## config.mk

```make
export PLATFORM = sky130hd
export DESIGN_NAME = cft_fifo
export DESIGN_NICKNAME = d
export VERILOG_FILES = /design/src/rtl/cft_fifo.sv
export SDC_FILE = /design/constraint.sdc
export NUM_CORES = 1
export LEC_CHECK = 0
export ABC_AREA = 1
export BUFFER_PORTS_ARGS = -buffer_cell sky130_fd_sc_hd__clkbuf_2
export CAP_MARGIN = 25
export CORE_MARGIN = 2
export CORE_UTILIZATION = 37
export CTS_CLUSTER_SIZE = 10
export DETAILED_ROUTE_END_ITERATION = 12
export MAX_ROUTING_LAYER = met4
export PLACE_DENSITY = 0.7
export SLEW_MARGIN = 20
export SYNTH_ARGS = -nofsm -noshare
export SYNTH_HDL_FRONTEND = slang
export SYNTH_SLANG_ARGS = --single-unit
```

## constraint.sdc

```tcl
create_clock -name i_clk -period 1.7 [get_ports i_clk]
set_input_delay 0.34 -clock i_clk [delete_from_list [all_inputs] [get_ports i_clk]]
set_output_delay 0.34 -clock i_clk [all_outputs]
set_load 0.05 [all_outputs]
```

## src/rtl/cft_fifo.sv

```systemverilog
module cft_fifo #(
    parameter int W = 8
) (
    input  logic         i_clk,
    input  logic         i_rst_n,
    input  logic         i_push,
    input  logic [W-1:0] i_data,
    input  logic         i_pop,
    output logic [W-1:0] o_data,
    output logic         o_full,
    output logic         o_empty
);
    logic [W-1:0] r_mem [2];
    logic         r_wp;
    logic         r_rp;
    logic [1:0]   r_cnt;

    assign o_data  = r_mem[r_rp];
    assign o_full  = (r_cnt == 2'd2);
    assign o_empty = (r_cnt == 2'd0);

    always_ff @(posedge i_clk) begin
        if (!i_rst_n) begin
            r_wp  <= 1'b0;
            r_rp  <= 1'b0;
            r_cnt <= 2'd0;
        end else begin
            if (i_push) r_wp <= ~r_wp;
            if (i_pop) r_rp <= ~r_rp;
            r_cnt <= r_cnt + 2'(i_push) - 2'(i_pop);
        end
    end

    always_ff @(posedge i_clk) begin
        if (i_push) r_mem[r_wp] <= i_data;
    end
endmodule

```

**After elaboration in Yosys (flattened, before gate mapping)**

Memory sizes are Yosys's and may differ from the RTL's. A register that Yosys moved wholly into a read port is not among the register bits.
Index checks and enable logic that the tools add are counted.

- Register bits: 4
- Bits in latches: 0
- Bits in writable memories: 16
- Bits in read-only memories: 0
- Input port bits: 12
- Output and inout bits: 10
- Word-level logic and storage cells: 14
- Memories kept: 1

- $add $sub $neg: 2
- Multipliers: 0
- Div/mod/pow operators: 0
- Magnitude comparators: 0
- Eq/ne operators: 1
- Shift-type cells: 0
- Multiplexer cells: 4
- Bitwise operators: 2
- Reduce and logical (&&, ||, !) cells: 1

Memory list:

| memory | words | width | rd ports | clocked after Yosys merged registers in | wr ports | line | text |
|---|---|---|---|---|---|---|---|
| r_mem | 2 | 8 | 1 | 1 | 1 | 13 | `logic [W-1:0] r_mem [2];` |

Operator list:

| cell | number |
|---|---|
| $mux 1 | 4 |
| $add 2x1->2 | 1 |
| $eq 2x2->1 const B | 1 |
| $logic_not 2->1 | 1 |
| $not 1->1 | 2 |
| $sub 2x1->2 | 1 |

**Depth between registers and ports, before layout**

- Depth after elaboration: 3
- Depth in mapped cells: 9
- Mapped depth without buffers: 9

**Worst setup path after synthesis**

No wires, ideal clock.

- Path type: flip-flop to output port
- Start: register r_cnt[1]
- End: output o_full
- Arrival time: 1019 ps
- Required time: 1360 ps
- Path slack: 341 ps
- Cell stages (with the launch flop): 3
- Path buffers: 0
- Cells stage by stage: dfxtp_1 > inv_1 > nor2_1

- Cells in the longest elaborated chain, start to end: 1

RTL lines:

| what | line | text |
|---|---|---|
| from (decl) | 16 | `logic [1:0] r_cnt;` |
| from (signal assigned) | 30 | `r_cnt <= r_cnt + 2'(i_push) - 2'(i_pop);` |
| $eq 2x2->1 | 19 | `assign o_full = (r_cnt == 2'd2);` |
| to (decl) | 10 | `output logic o_full,` |

Every way passes these cells.

==> results.toml <==
[sta]
tightest_slew_ns = 0.303
max_freq_mhz = 605
holdWs_ns = 0.228
slew_violations = 0
finalSetupViolCount = 0
max_slew_margin_pct = 79.8
fin_crit_sh_pct = 97.2
fin_worst_skew_ns = 0.00936
hold_viol = 0
setup_slack_ns = 0.0472
period_needed_ns = 1.65

[yosys]
synth_commonest_cells = "16 x edfxtp_1, 9 x nor2_1, 8 x mux2_4, 8 x nand2_1, 7 x inv_1"
ys_seq_area_share_pct = 69.4
synth_area_leaders = "edfxtp_1 57%, mux2_4 14%, dfxtp_1 12%"
synth-async-reset-ratio_pct = 0
ys_seq_elements = 21
syn_avg_cell_area_um2 = 14.4
syn_area_um2 = 837
ys.flop_type = "edfxtp_1"
yosysWarnings = 0
synth_most_common_cell = "edfxtp_1"
synthCells = 58
synth_edf_count = 16
yosysUniqueCellTypes = 10
yosys.area.top_type_share_pct = 57.4
syn_nets = 72
synth_area_leader_cell = "edfxtp_1"

[placement]
dpl_cell_area_um2 = 981
place_ws_ns = 0.330
io_buffer_count = 21
gp_congestion = 0.619
dp_hpwl_um = 864

[clock_network]
ctsHoldBuffers = 0
clk_pin_slew_ns = 0.10
clockRootBuffer = "clkbuf_4"
clockBufferDepth = 2
cts_tree = "built"
clk_latency_ns = 0.29
cts_sinks = 21
cts_made_buffers = 3
h-tree-depth = 1

[drt]
drc_errors = 0
drtIter0Drc = 3
drtPass1Iterations = 2
wl_per_cell_um = 9.73
viasPerCell = 4.36
num_vias = 488
routed_wl_um = 1090
ant_nets = 0

[global_routing]
grtUsageMet2_pct = 16.7
grt-busiest-layer = "met2"
grt_use_met1_pct = 10.0
antenna_found_initial = 0
gr-total-overflow = 0
grt_max_degree = 12
grt_pass1_wl_um = 1780
met3_usage_pct = 3.16
track_usage_pct = 9.61
grt_pass1_vias = 447

[finish]
syn2layout_area_growth_pct = 20.8
layout-drive-gt1-share_pct = 40.5
multi_input_area_um2 = 219
final_core_util_pct = 46.6
fillers = 220
final_area_mm2 = 0.00101
fin_nets = 99
regArea_um2 = 581
diodes = 0

[pwr]
leakagePower_nw = 0.458
power_density_mw_per_mm2 = 1040
irDropWorstVdd_mv = 0.591

[setup_path]
start_kind = "flip-flop"
critPathMaxFanout = 8
worstSetupEndpointType = "output port"
worstSetupPathType = "reg2out"
cp.required_ns = 1.36
cp.arrival_ns = 1.31

[min_path]
worstHoldPathType = "in2reg"

[floorplan]
rows = 17
die_h_um = 51.6
pin_count = 22
core_mm2 = 0.00217
start_util_pct = 38.6
dieArea_mm2 = 0.00266
die_x_um = 51.6

[flow_run]
max-cap-violations = 0

[status]
status = "complete, no violations"
-- layout make-up --
class / count / share of cell area (%)
Timing Repair Buffer: 23 / 12.3
Tap cell: 28 / 3.47
Clock buffer: 4 / 2.60
Sequential cell: 21 / 57.4
Inverter: 7 / 2.60
Multi-Input combinational cell: 29 / 21.7
-- per-layer routing --
metal | part of all wire [%] | vias up | routed length [µm]
met5 | 0 | - | 0
met3 | 7.7 | 2 | 84
met2 | 48 | 18 | 525
met4 | 1.5 | 0 | 16
li1 | - | 247 | -
met1 | 43 | 221 | 464
-- cells by family (layout without fill, tap and decap cells) --
| family | after synthesis | count (layout) | synth area share (%) |
|---|---|---|---|
| mux | 8 | 8 | 14.4 |
| flops | 21 | 21 | 69.4 |
| simple gates | 18 | 18 | 8.22 |
| compound gates | 1 | 1 | 0.597 |
| fa+ha+maj | 2 | 2 | 2.99 |
| buf+inv | 8 | 34 | 4.48 |
-- critical path: stages (launching register included) --
cell	delay [ns]
dfxtp_1	0.33
buf_6	0.16
mux2_4	0.30
clkbuf_2	0.23
-- power by group --
| part | internal, W | total (W) | switching (W) | leakage (nW) |
|---|---|---|---|---|
| clock | 0.0000913 | 0.000219 | 0.000128 | 0.0150 |
| sequential | 0.000587 | 0.000600 | 0.0000128 | 0.192 |
| combinational | 0.0000768 | 0.000232 | 0.000156 | 0.252 |
| total | 0.000755 | 0.00105 | 0.000297 | 0.458 |
-- per-stage QoR --
| step | cells | total power [W] | TNS [ns] |
|---|---|---|---|
| after global placement | 108 | 0.000840 | 0 |
| after floorplan | 58 | 0.000792 | 0 |
| after detailed placement | 108 | 0.000847 | 0 |
| after CTS | 112 | 0.00106 | 0 |
| final | 112 | 0.00105 | 0 |
| after global routing | 112 | 0.00110 | -0.00120 |
-- sequential cells by signal, indices dropped and copies added (netlist names), named ones only --
| name | count |
|---|---|
| r_cnt | 2 |
| r_mem | 16 |
| r_rp | 1 |
| r_wp | 1 |
-- repair_timing --
item,in CTS,in global routing
endpoints found under the hold margin,0,0
endpoints found under the setup margin,0,8
resized for setup,0,7
setup buffers,0,0
-- final timing paths --
path | start | end | slack [ns] | depth (start not counted)
setup / recovery | flip-flop | o_data[0] | 0.05 | 3
hold / removal | i_data[1] | r_mem[0][1]$_DFFE_PP_ | 0.23 | 1
setup reg to reg | r_cnt[0]$_SDFF_PN0_ | r_cnt[1]$_SDFF_PN0_ | 0.42 | 8
hold reg to reg | r_rp$_SDFFE_PN0P_ | r_rp$_SDFFE_PN0P_ | 0.51 | 2
-- cells in the final DEF, fill, tap and decap left out --
cell type  synthesis  routed
clkbuf_1           0       1
clkbuf_2           0      15
buf_2              0       6
nand2_1            8       8
inv_1              7       7
edfxtp_1          16      16
clkbuf_4           0       3
ha_1               2       2
a21oi_1            1       1
nor2_1             9       9
buf_6              1       1
dfxtp_1            5       5
mux2_4             8       8
buf_4              0       1
nand3_1            1       1
Power figures use the tool's default switching activity.
