## src/rtl/cft_pkg.sv

```systemverilog
package cft_pkg;

    typedef enum logic [1:0] {
        MODE_SET  = 2'd0,
        MODE_GET  = 2'd1,
        MODE_DEL  = 2'd2,
        MODE_PEEK = 2'd3
    } t_mode;

    typedef enum logic [1:0] {
        ST_DONE     = 2'd0,
        ST_INSERTED = 2'd1,
        ST_FULL     = 2'd2,
        ST_ABSENT   = 2'd3
    } t_status;

    typedef struct packed {
        t_mode       mode;
        logic [31:0] src_addr;
        logic [31:0] dst_addr;
        logic [15:0] src_port;
        logic [15:0] dst_port;
        logic [3:0]  new_state;
    } t_req;

    typedef struct packed {
        logic        found;
        logic [3:0]  state_out;
        t_status     status;
    } t_rsp;

    typedef enum logic [2:0] {
        F_IDLE,
        F_H1,
        F_H2,
        F_M1,
        F_M2,
        F_FIX
    } t_front_state;

    typedef enum logic [1:0] {
        B_CLR,
        B_IDLE,
        B_EXEC
    } t_back_state;

    localparam int KEY_BITS = 96;

    function automatic logic [31:0] mix32(input logic [31:0] x);
        logic [31:0] v;
        v = x ^ ~(x << 15);
        v = v + (v >> 10);
        v = v ^ (v << 3);
        v = v + ~(v >> 16);
        return v;
    endfunction

    function automatic logic [31:0] pair_mix(input logic [31:0] a, input logic [31:0] b);
        return mix32((a << 3) ^ (b >> 2) ^ (a >> 3) ^ (b << 4));
    endfunction

endpackage

```

## src/rtl/cft_front.sv

```systemverilog
module cft_front #(
    parameter int BUCKETS = 1024,
    parameter int BW      = 10
) (
    input  logic                                 i_clk,
    input  logic                                 i_rst_n,
    input  logic                                 i_valid,
    output logic                                 o_ready,
    input  cft_pkg::t_req                        i_req,
    output logic                                 o_push,
    output logic [BW+$bits(cft_pkg::t_req)-1:0]  o_job,
    input  logic                                 i_full
);
    import cft_pkg::*;

    // floor(2^32 / BUCKETS); estimate of the quotient is low by at most one
    localparam logic [32:0] RECIP = 33'((64'd1 << 32) / BUCKETS);

    t_front_state r_state, n_state;
    t_req         r_req;
    logic [31:0]  r_h;
    logic [31:0]  r_q;
    logic [31:0]  r_qb;
    logic [64:0]  prod;
    logic [47:0]  qb;
    logic [31:0]  rem;
    logic [31:0]  rem_fix;

    assign prod    = 65'(r_h) * 65'(RECIP);
    assign qb      = 48'(r_q) * 48'(BUCKETS);
    assign rem     = r_h - r_qb;
    assign rem_fix = (rem >= 32'(BUCKETS)) ? rem - 32'(BUCKETS) : rem;
    assign o_job   = {rem_fix[BW-1:0], r_req};

    always_comb begin
        n_state = r_state;
        case (r_state)
            F_IDLE:  if (i_valid) n_state = F_H1;
            F_H1:    n_state = F_H2;
            F_H2:    n_state = F_M1;
            F_M1:    n_state = F_M2;
            F_M2:    n_state = F_FIX;
            F_FIX:   if (!i_full) n_state = F_IDLE;
            default: n_state = F_IDLE;
        endcase
    end

    always_comb begin
        o_ready = (r_state == F_IDLE);
        o_push  = (r_state == F_FIX) && !i_full;
    end

    always_ff @(posedge i_clk) begin
        if (!i_rst_n) r_state <= F_IDLE;
        else          r_state <= n_state;
    end

    always_ff @(posedge i_clk) begin
        case (r_state)
            F_IDLE:  if (i_valid) r_req <= i_req;
            F_H1:    r_h  <= pair_mix(r_req.src_addr, r_req.dst_addr);
            F_H2:    r_h  <= pair_mix(r_h, {r_req.dst_port, r_req.src_port});
            F_M1:    r_q  <= prod[63:32];
            F_M2:    r_qb <= qb[31:0];
            default: ;
        endcase
    end
endmodule

```

## config.mk

```make
export PLATFORM = sky130hd
export DESIGN_NAME = cft_front
export DESIGN_NICKNAME = d
export VERILOG_FILES = /design/src/rtl/cft_pkg.sv /design/src/rtl/cft_front.sv
export SDC_FILE = /design/constraint.sdc
export NUM_CORES = 1
export LEC_CHECK = 0
export ABC_CLOCK_PERIOD_IN_PS = 7100
export BUFFER_PORTS_ARGS = -buffer_cell sky130_fd_sc_hd__buf_2
export CORE_MARGIN = 2
export CORE_UTILIZATION = 58
export CTS_CLUSTER_DIAMETER = 40
export CTS_CLUSTER_SIZE = 14
export DETAILED_ROUTE_END_ITERATION = 16
export HOLD_SLACK_MARGIN = 0.03
export PLACE_DENSITY = 0.82
export SLEW_MARGIN = 20
export SYNTH_ARGS = -nofsm -noshare
export SYNTH_HDL_FRONTEND = slang
export SYNTH_SLANG_ARGS = --single-unit
```

## constraint.sdc

```tcl
create_clock -name i_clk -period 7.1 [get_ports i_clk]
set_input_delay 0.355 -clock i_clk [delete_from_list [all_inputs] [get_ports i_clk]]
set_output_delay 0.355 -clock i_clk [all_outputs]
set_load 0.01 [all_outputs]
```

# == Yosys cells after proc, flatten, opt, wreduce, memory -nomap -nowiden ==
# Cells that the tools add are included.
# word_totals
register_bits,181
latch_bits,0
ramBits,0
romBits,0
inputBits,106
out_inout_bits,114
wordCells,49
memories,0
# classes
add_sub_neg,6
n_mul,0
n_div,0
n_lt_le_gt_ge,1
eq_ne,7
n_shift,0
muxes,5
bitwise_logic,14
n_reduce_logical,6
# ops
operator,count
$xor A32 B32 Y32,6
$add A32 B22 Y32,2
$add A32 B32 Y32,2
$not A16 Y32,2
$not A32 Y32,2
$pmux W32 S2,1
$xor A32 B29 Y32,2
$xor A32 B30 Y32,2
$ge A32 B11 Y1 const B,1
$sub A32 B32 Y32,1
$pmux W3 S6,1
$mux W10,1
$sub A10 B1 Y10 const B,1
$eq A3 B2 Y1 const B,2
$eq A3 B3 Y1 const B,2
$mux W3,2
$ne A2 B2 Y1 const B,2
$reduce_and A2 Y1,2
$eq A3 B1 Y1 const B,1
$logic_not A3 Y1,1
$reduce_bool A2 Y1,1
$logic_and A1 B1 Y1,1
$logic_not A1 Y1,1

# == Logic depth before layout (Yosys ltp) ==
# depth
ltp_word,10
depth_mapped,27
depth_no_buf,27

# == Worst setup path before layout ==
# Ideal clock, no wire load.
# synth_path
path_type,register to register
start,reg r_req (netlist bit o_job[31])
end,"reg r_h[22], data pin"
setup_ps,170
arrival_time_ps,5998
required_ps,6930
path_slack_ps,933
stages_incl_launch_ff,27
path_buffers,0
period_less_slack_ps,6167
path_cell_list,edfxtp_1 xnor2_2 xor2_1 xnor2_1 inv_1 ha_1 a21o_1 a21o_1 a21oi_1 o311ai_4 a221oi_1 o21ai_1 xor2_1 xor2_1 ha_1 a21oi_1 and2_1 and2_1 nand2_1 and3b_1 a221oi_2 nor4b_4 nand2b_1 a2111o_1 nand3b_2 o21a_1 nor4_2
# synth_between
elab_chain_len,10
# synth_lines
element,line_no,source
from (decl),cft_front.sv:20,t_req r_req;
from (signal assigned),cft_front.sv:60,F_IDLE: if (i_valid) r_req <= i_req;
$xor A32 B30 Y32,cft_pkg.sv:59,return mix32((a << 3) ^ (b >> 2) ^ (a >> 3) ^ (b << 4));
$xor A32 B29 Y32,cft_pkg.sv:59,
$xor A32 B32 Y32 (*),cft_pkg.sv:59,
$not A32 Y32,cft_pkg.sv:51,v = x ^ ~(x << 15);
$xor A32 B32 Y32 (*),cft_pkg.sv:51,
$add A32 B22 Y32 (*),cft_pkg.sv:52,v = v + (v >> 10);
$xor A32 B32 Y32 (*),cft_pkg.sv:53,v = v ^ (v << 3);
$not A16 Y32,cft_pkg.sv:54,v = v + ~(v >> 16);
$add A32 B32 Y32 (*),cft_pkg.sv:54,
$pmux W32 S2 (*),cft_front.sv:59,case (r_state)
to (signal assigned),cft_front.sv:61,"F_H1: r_h <= pair_mix(r_req.src_addr, r_req.dst_addr);"
to (signal assigned),cft_front.sv:62,"F_H2: r_h <= pair_mix(r_h, {r_req.dst_port, r_req.src_port});"
to (decl),cft_front.sv:21,logic [31:0] r_h;
# Every way passes the cells marked *; elsewhere a longest branch is shown, timed or not.
# A chain may end at the register's enable or synchronous reset.

# == Worst setup path after layout ==
# layout_path
start,reg r_req (netlist bit o_job[32])
end,"reg r_h[20], data pin"
# Same word-level chain as after synthesis.

==> qor.txt <==
Synth top cells by count: 230 x xnor2_1, 134 x edfxtp_1, 94 x nand2_1
hold_sp: i_req[74]
ANT nets after route: 0
total track usage: 32.3%
worst path arrival time: 6.97 ns
Final GP Congestion: 1.03
period utilisation layout: 96.0%
Final Core Density: 70.0%
synth unique cells: 98
met3 WL: 4.33 mm
vias in the first global route: 10,600
register bit count reported by yosys: 137
Die ar.: 23,300 sq um
Area Growth Syn to Fin: 18.8%
n_diodes: 0
Post-DP HPWL: 31.0 mm
Max Cap Violations: 0
Root Driver: clkbuf_16
CTS Sinks: 137
number of synthesized flops with an enable pin: 134
crit start category: register
largest cells by area after synthesis: edfxtp_1 31%, xnor2_1 16%, ha_1 5.7%, xor2_1 5.1%, xnor3_1 3.3%
core area: 21,800 sq um
IO buf count: 219
worst hold path type: in2reg
Die H: 153 um
WS Path Type: reg2reg
Vias/cell: 6.17
via count: 11,200
CTS tree: yes
ys flop type: edfxtp_1
Post-Syn Area: 12,800 sq um
grt total ovfl: 0
FP Rows: 54
sequential area share after synthesis: 31.8%
reg-to-reg setup timing slack: 0.28 ns
Setup violations, final: 0
drt total wl: 38.7 mm
Mapped Nets: 1,427
# DRC: 0
max-slew violation count: 0
Chip Width: 153 um
min Tclk post-route: 6.82 ns
synthesized area per cell: 10.2 sq um
WHS Endpoint: o_job[74]
post-synthesis cell count: 1,263
largest area contributor in the netlist: edfxtp_1
Final Hold Vio Count: 0
CTS clk-pin slew, worst paths: 0.07 ns
maximum root-to-sink buffer count: 2
Initial Utilization: 59.0%
# H-tree levels: 4
worst reg2reg path depth: 25
Max-Slew Margin vs Limit: 34.5%
CP Max Fanout: 5
wire length of the first global-routing pass: 58.9 mm
initial antenna violation count: 1
share of layout cells above drive strength 1: 25.1%
Least-Margin Pin Slew: 0.975 ns
YS warnings: 0
placed insts: 1,776
FFs w/ async S/R, synth: 0%
clock latency at the later pin of the worst-skew pair: 0.44 ns
FF-to-FF Start: o_job[32]
status: complete, no violations
fin cells: 1,808
top-area cell type share of the netlist area: 31.4%
drt initial violations: 1,212
Hold Path Stages: 1
pin count of the biggest net entering global routing: 75
achievable frequency: 147 MHz
met2 WL post-DR: 16.8 mm
Avg WL per Cell: 21.4 um
top-count cell post-synth: xnor2_1
reg2reg end: r_h[20]
Final nets: 1,679
cts bufs inserted: 17
IO Pins: 220
drt pass-1 iters: 5
top routing layer in use: met4
CP Data Required Time: 7.26 ns
Worst Setup End Kind: register
Fin Clk Skew: 0.0117 ns
WL met1: 16.8 mm
## final cells by class
cell class / instances / area (sq um)
clock buffers: 17 / 425
flip-flops and latches: 137 / 4080
well taps: 280 / 350
clock inverters: 15 / 184
repair buffers: 257 / 1380
inverters: 49 / 184
multi-input cells: 1053 / 8620
fillers: 1648 / 6520
## sequential cells by signal, summed over array words and instances (netlist names)
register  flops
o_job       102
r_h          32
r_state       3
## critical path, cell delays in order, from the launching register on
cell and delay [ns]:
edfxtp_1 0.40, xnor2_1 0.58, xnor2_1 0.24, buf_4 0.21
ha_1 0.23, ha_1 0.22, a21oi_1 0.14, o21ai_0 0.09
a41oi_1 0.33, o211a_1 0.29, nor4_1 0.10, or4_1 0.55
a211o_1 0.34, and2_1 0.26, xor2_1 0.18, ha_1 0.18
a31oi_1 0.07, maj3_2 0.38, o21ai_4 0.23, a221oi_2 0.10
nor4b_4 0.35, nand2b_1 0.15, a2111o_1 0.49, nand3_1 0.19
xnor2_1 0.14, mux2i_1 0.09
## cell usage in the layout, fill, tap and decap left out, drive strengths merged, types with 5 or more instances in the layout
cell,count
a2111oi,5
a211oi,8
a21boi,5
a21o,30
a21oi,59
a31o,6
a31oi,23
a41oi,9
and2,25
and3,14
buf,257
clkbuf,17
edfxtp,134
ha,58
inv,57
maj3,9
mux2i,14
nand2,97
nand2b,8
nand3,33
nand3b,6
nand4,18
nor2,83
nor2b,7
nor3,22
o2111ai,8
o211ai,15
o21a,7
o21ai,49
o21bai,5
o31ai,6
or2,6
xnor2,248
xnor3,23
xor2,77
xor3,5
## logic make-up (layout without fill, tap and decap cells)
kind of cell	Yosys count	after routing	share of synthesized area (%)
buf+inv	73	338	2.44
flops	137	137	31.8
compound gates	278	278	15.9
fa+ha+maj	67	67	6.39
mux	15	15	1.18
simple gates	340	340	13.4
xor+xnor	353	353	28.8
## per-stage QoR
step	hold slack (ns)	setup slack, ns	area [sq um]	setup TNS (ns)
after floorplan	0.454	0.933	12800	0
after global placement	0.531	0.193	14400	0
after global routing	0.0795	-0.0228	15200	-0.0367
final	0.0889	0.283	15200	0
after CTS	0.0761	0.0247	15000	0
after detailed placement	0.533	0.0904	14400	0
## per-layer routing
metal | GRT usage (%) | up-vias
met5 | 0 | -
met4 | 7.89 | 0
met3 | 8.33 | 70
met2 | 49.1 | 666
met1 | 46.3 | 5296
li1 | - | 5126
## what timing repair did
action,4_1_cts,5_1_grt
endpoints found under the setup margin,0,17
buffers inserted,0,0
gates resized for setup,0,26
hold buffers,0,0
## how the worst max path moves through the flow
stage | startpoint | end | slack [ns] | cells after the start
after global placement | o_job[47] | r_h[26] | 0.19 | 26
after floorplan | o_job[31] | r_h[22] | 0.93 | 26
after CTS | o_job[49] | r_h[26] | 0.02 | 24
after global routing | o_job[32] | r_h[22] | -0.02 | 24
after detailed placement | o_job[42] | r_h[26] | 0.09 | 26
final | o_job[32] | r_h[20] | 0.28 | 25
Power is left out: the tool's default activity adds up to more than one toggle a clock period on the data nets, which glitch-free logic cannot reach.
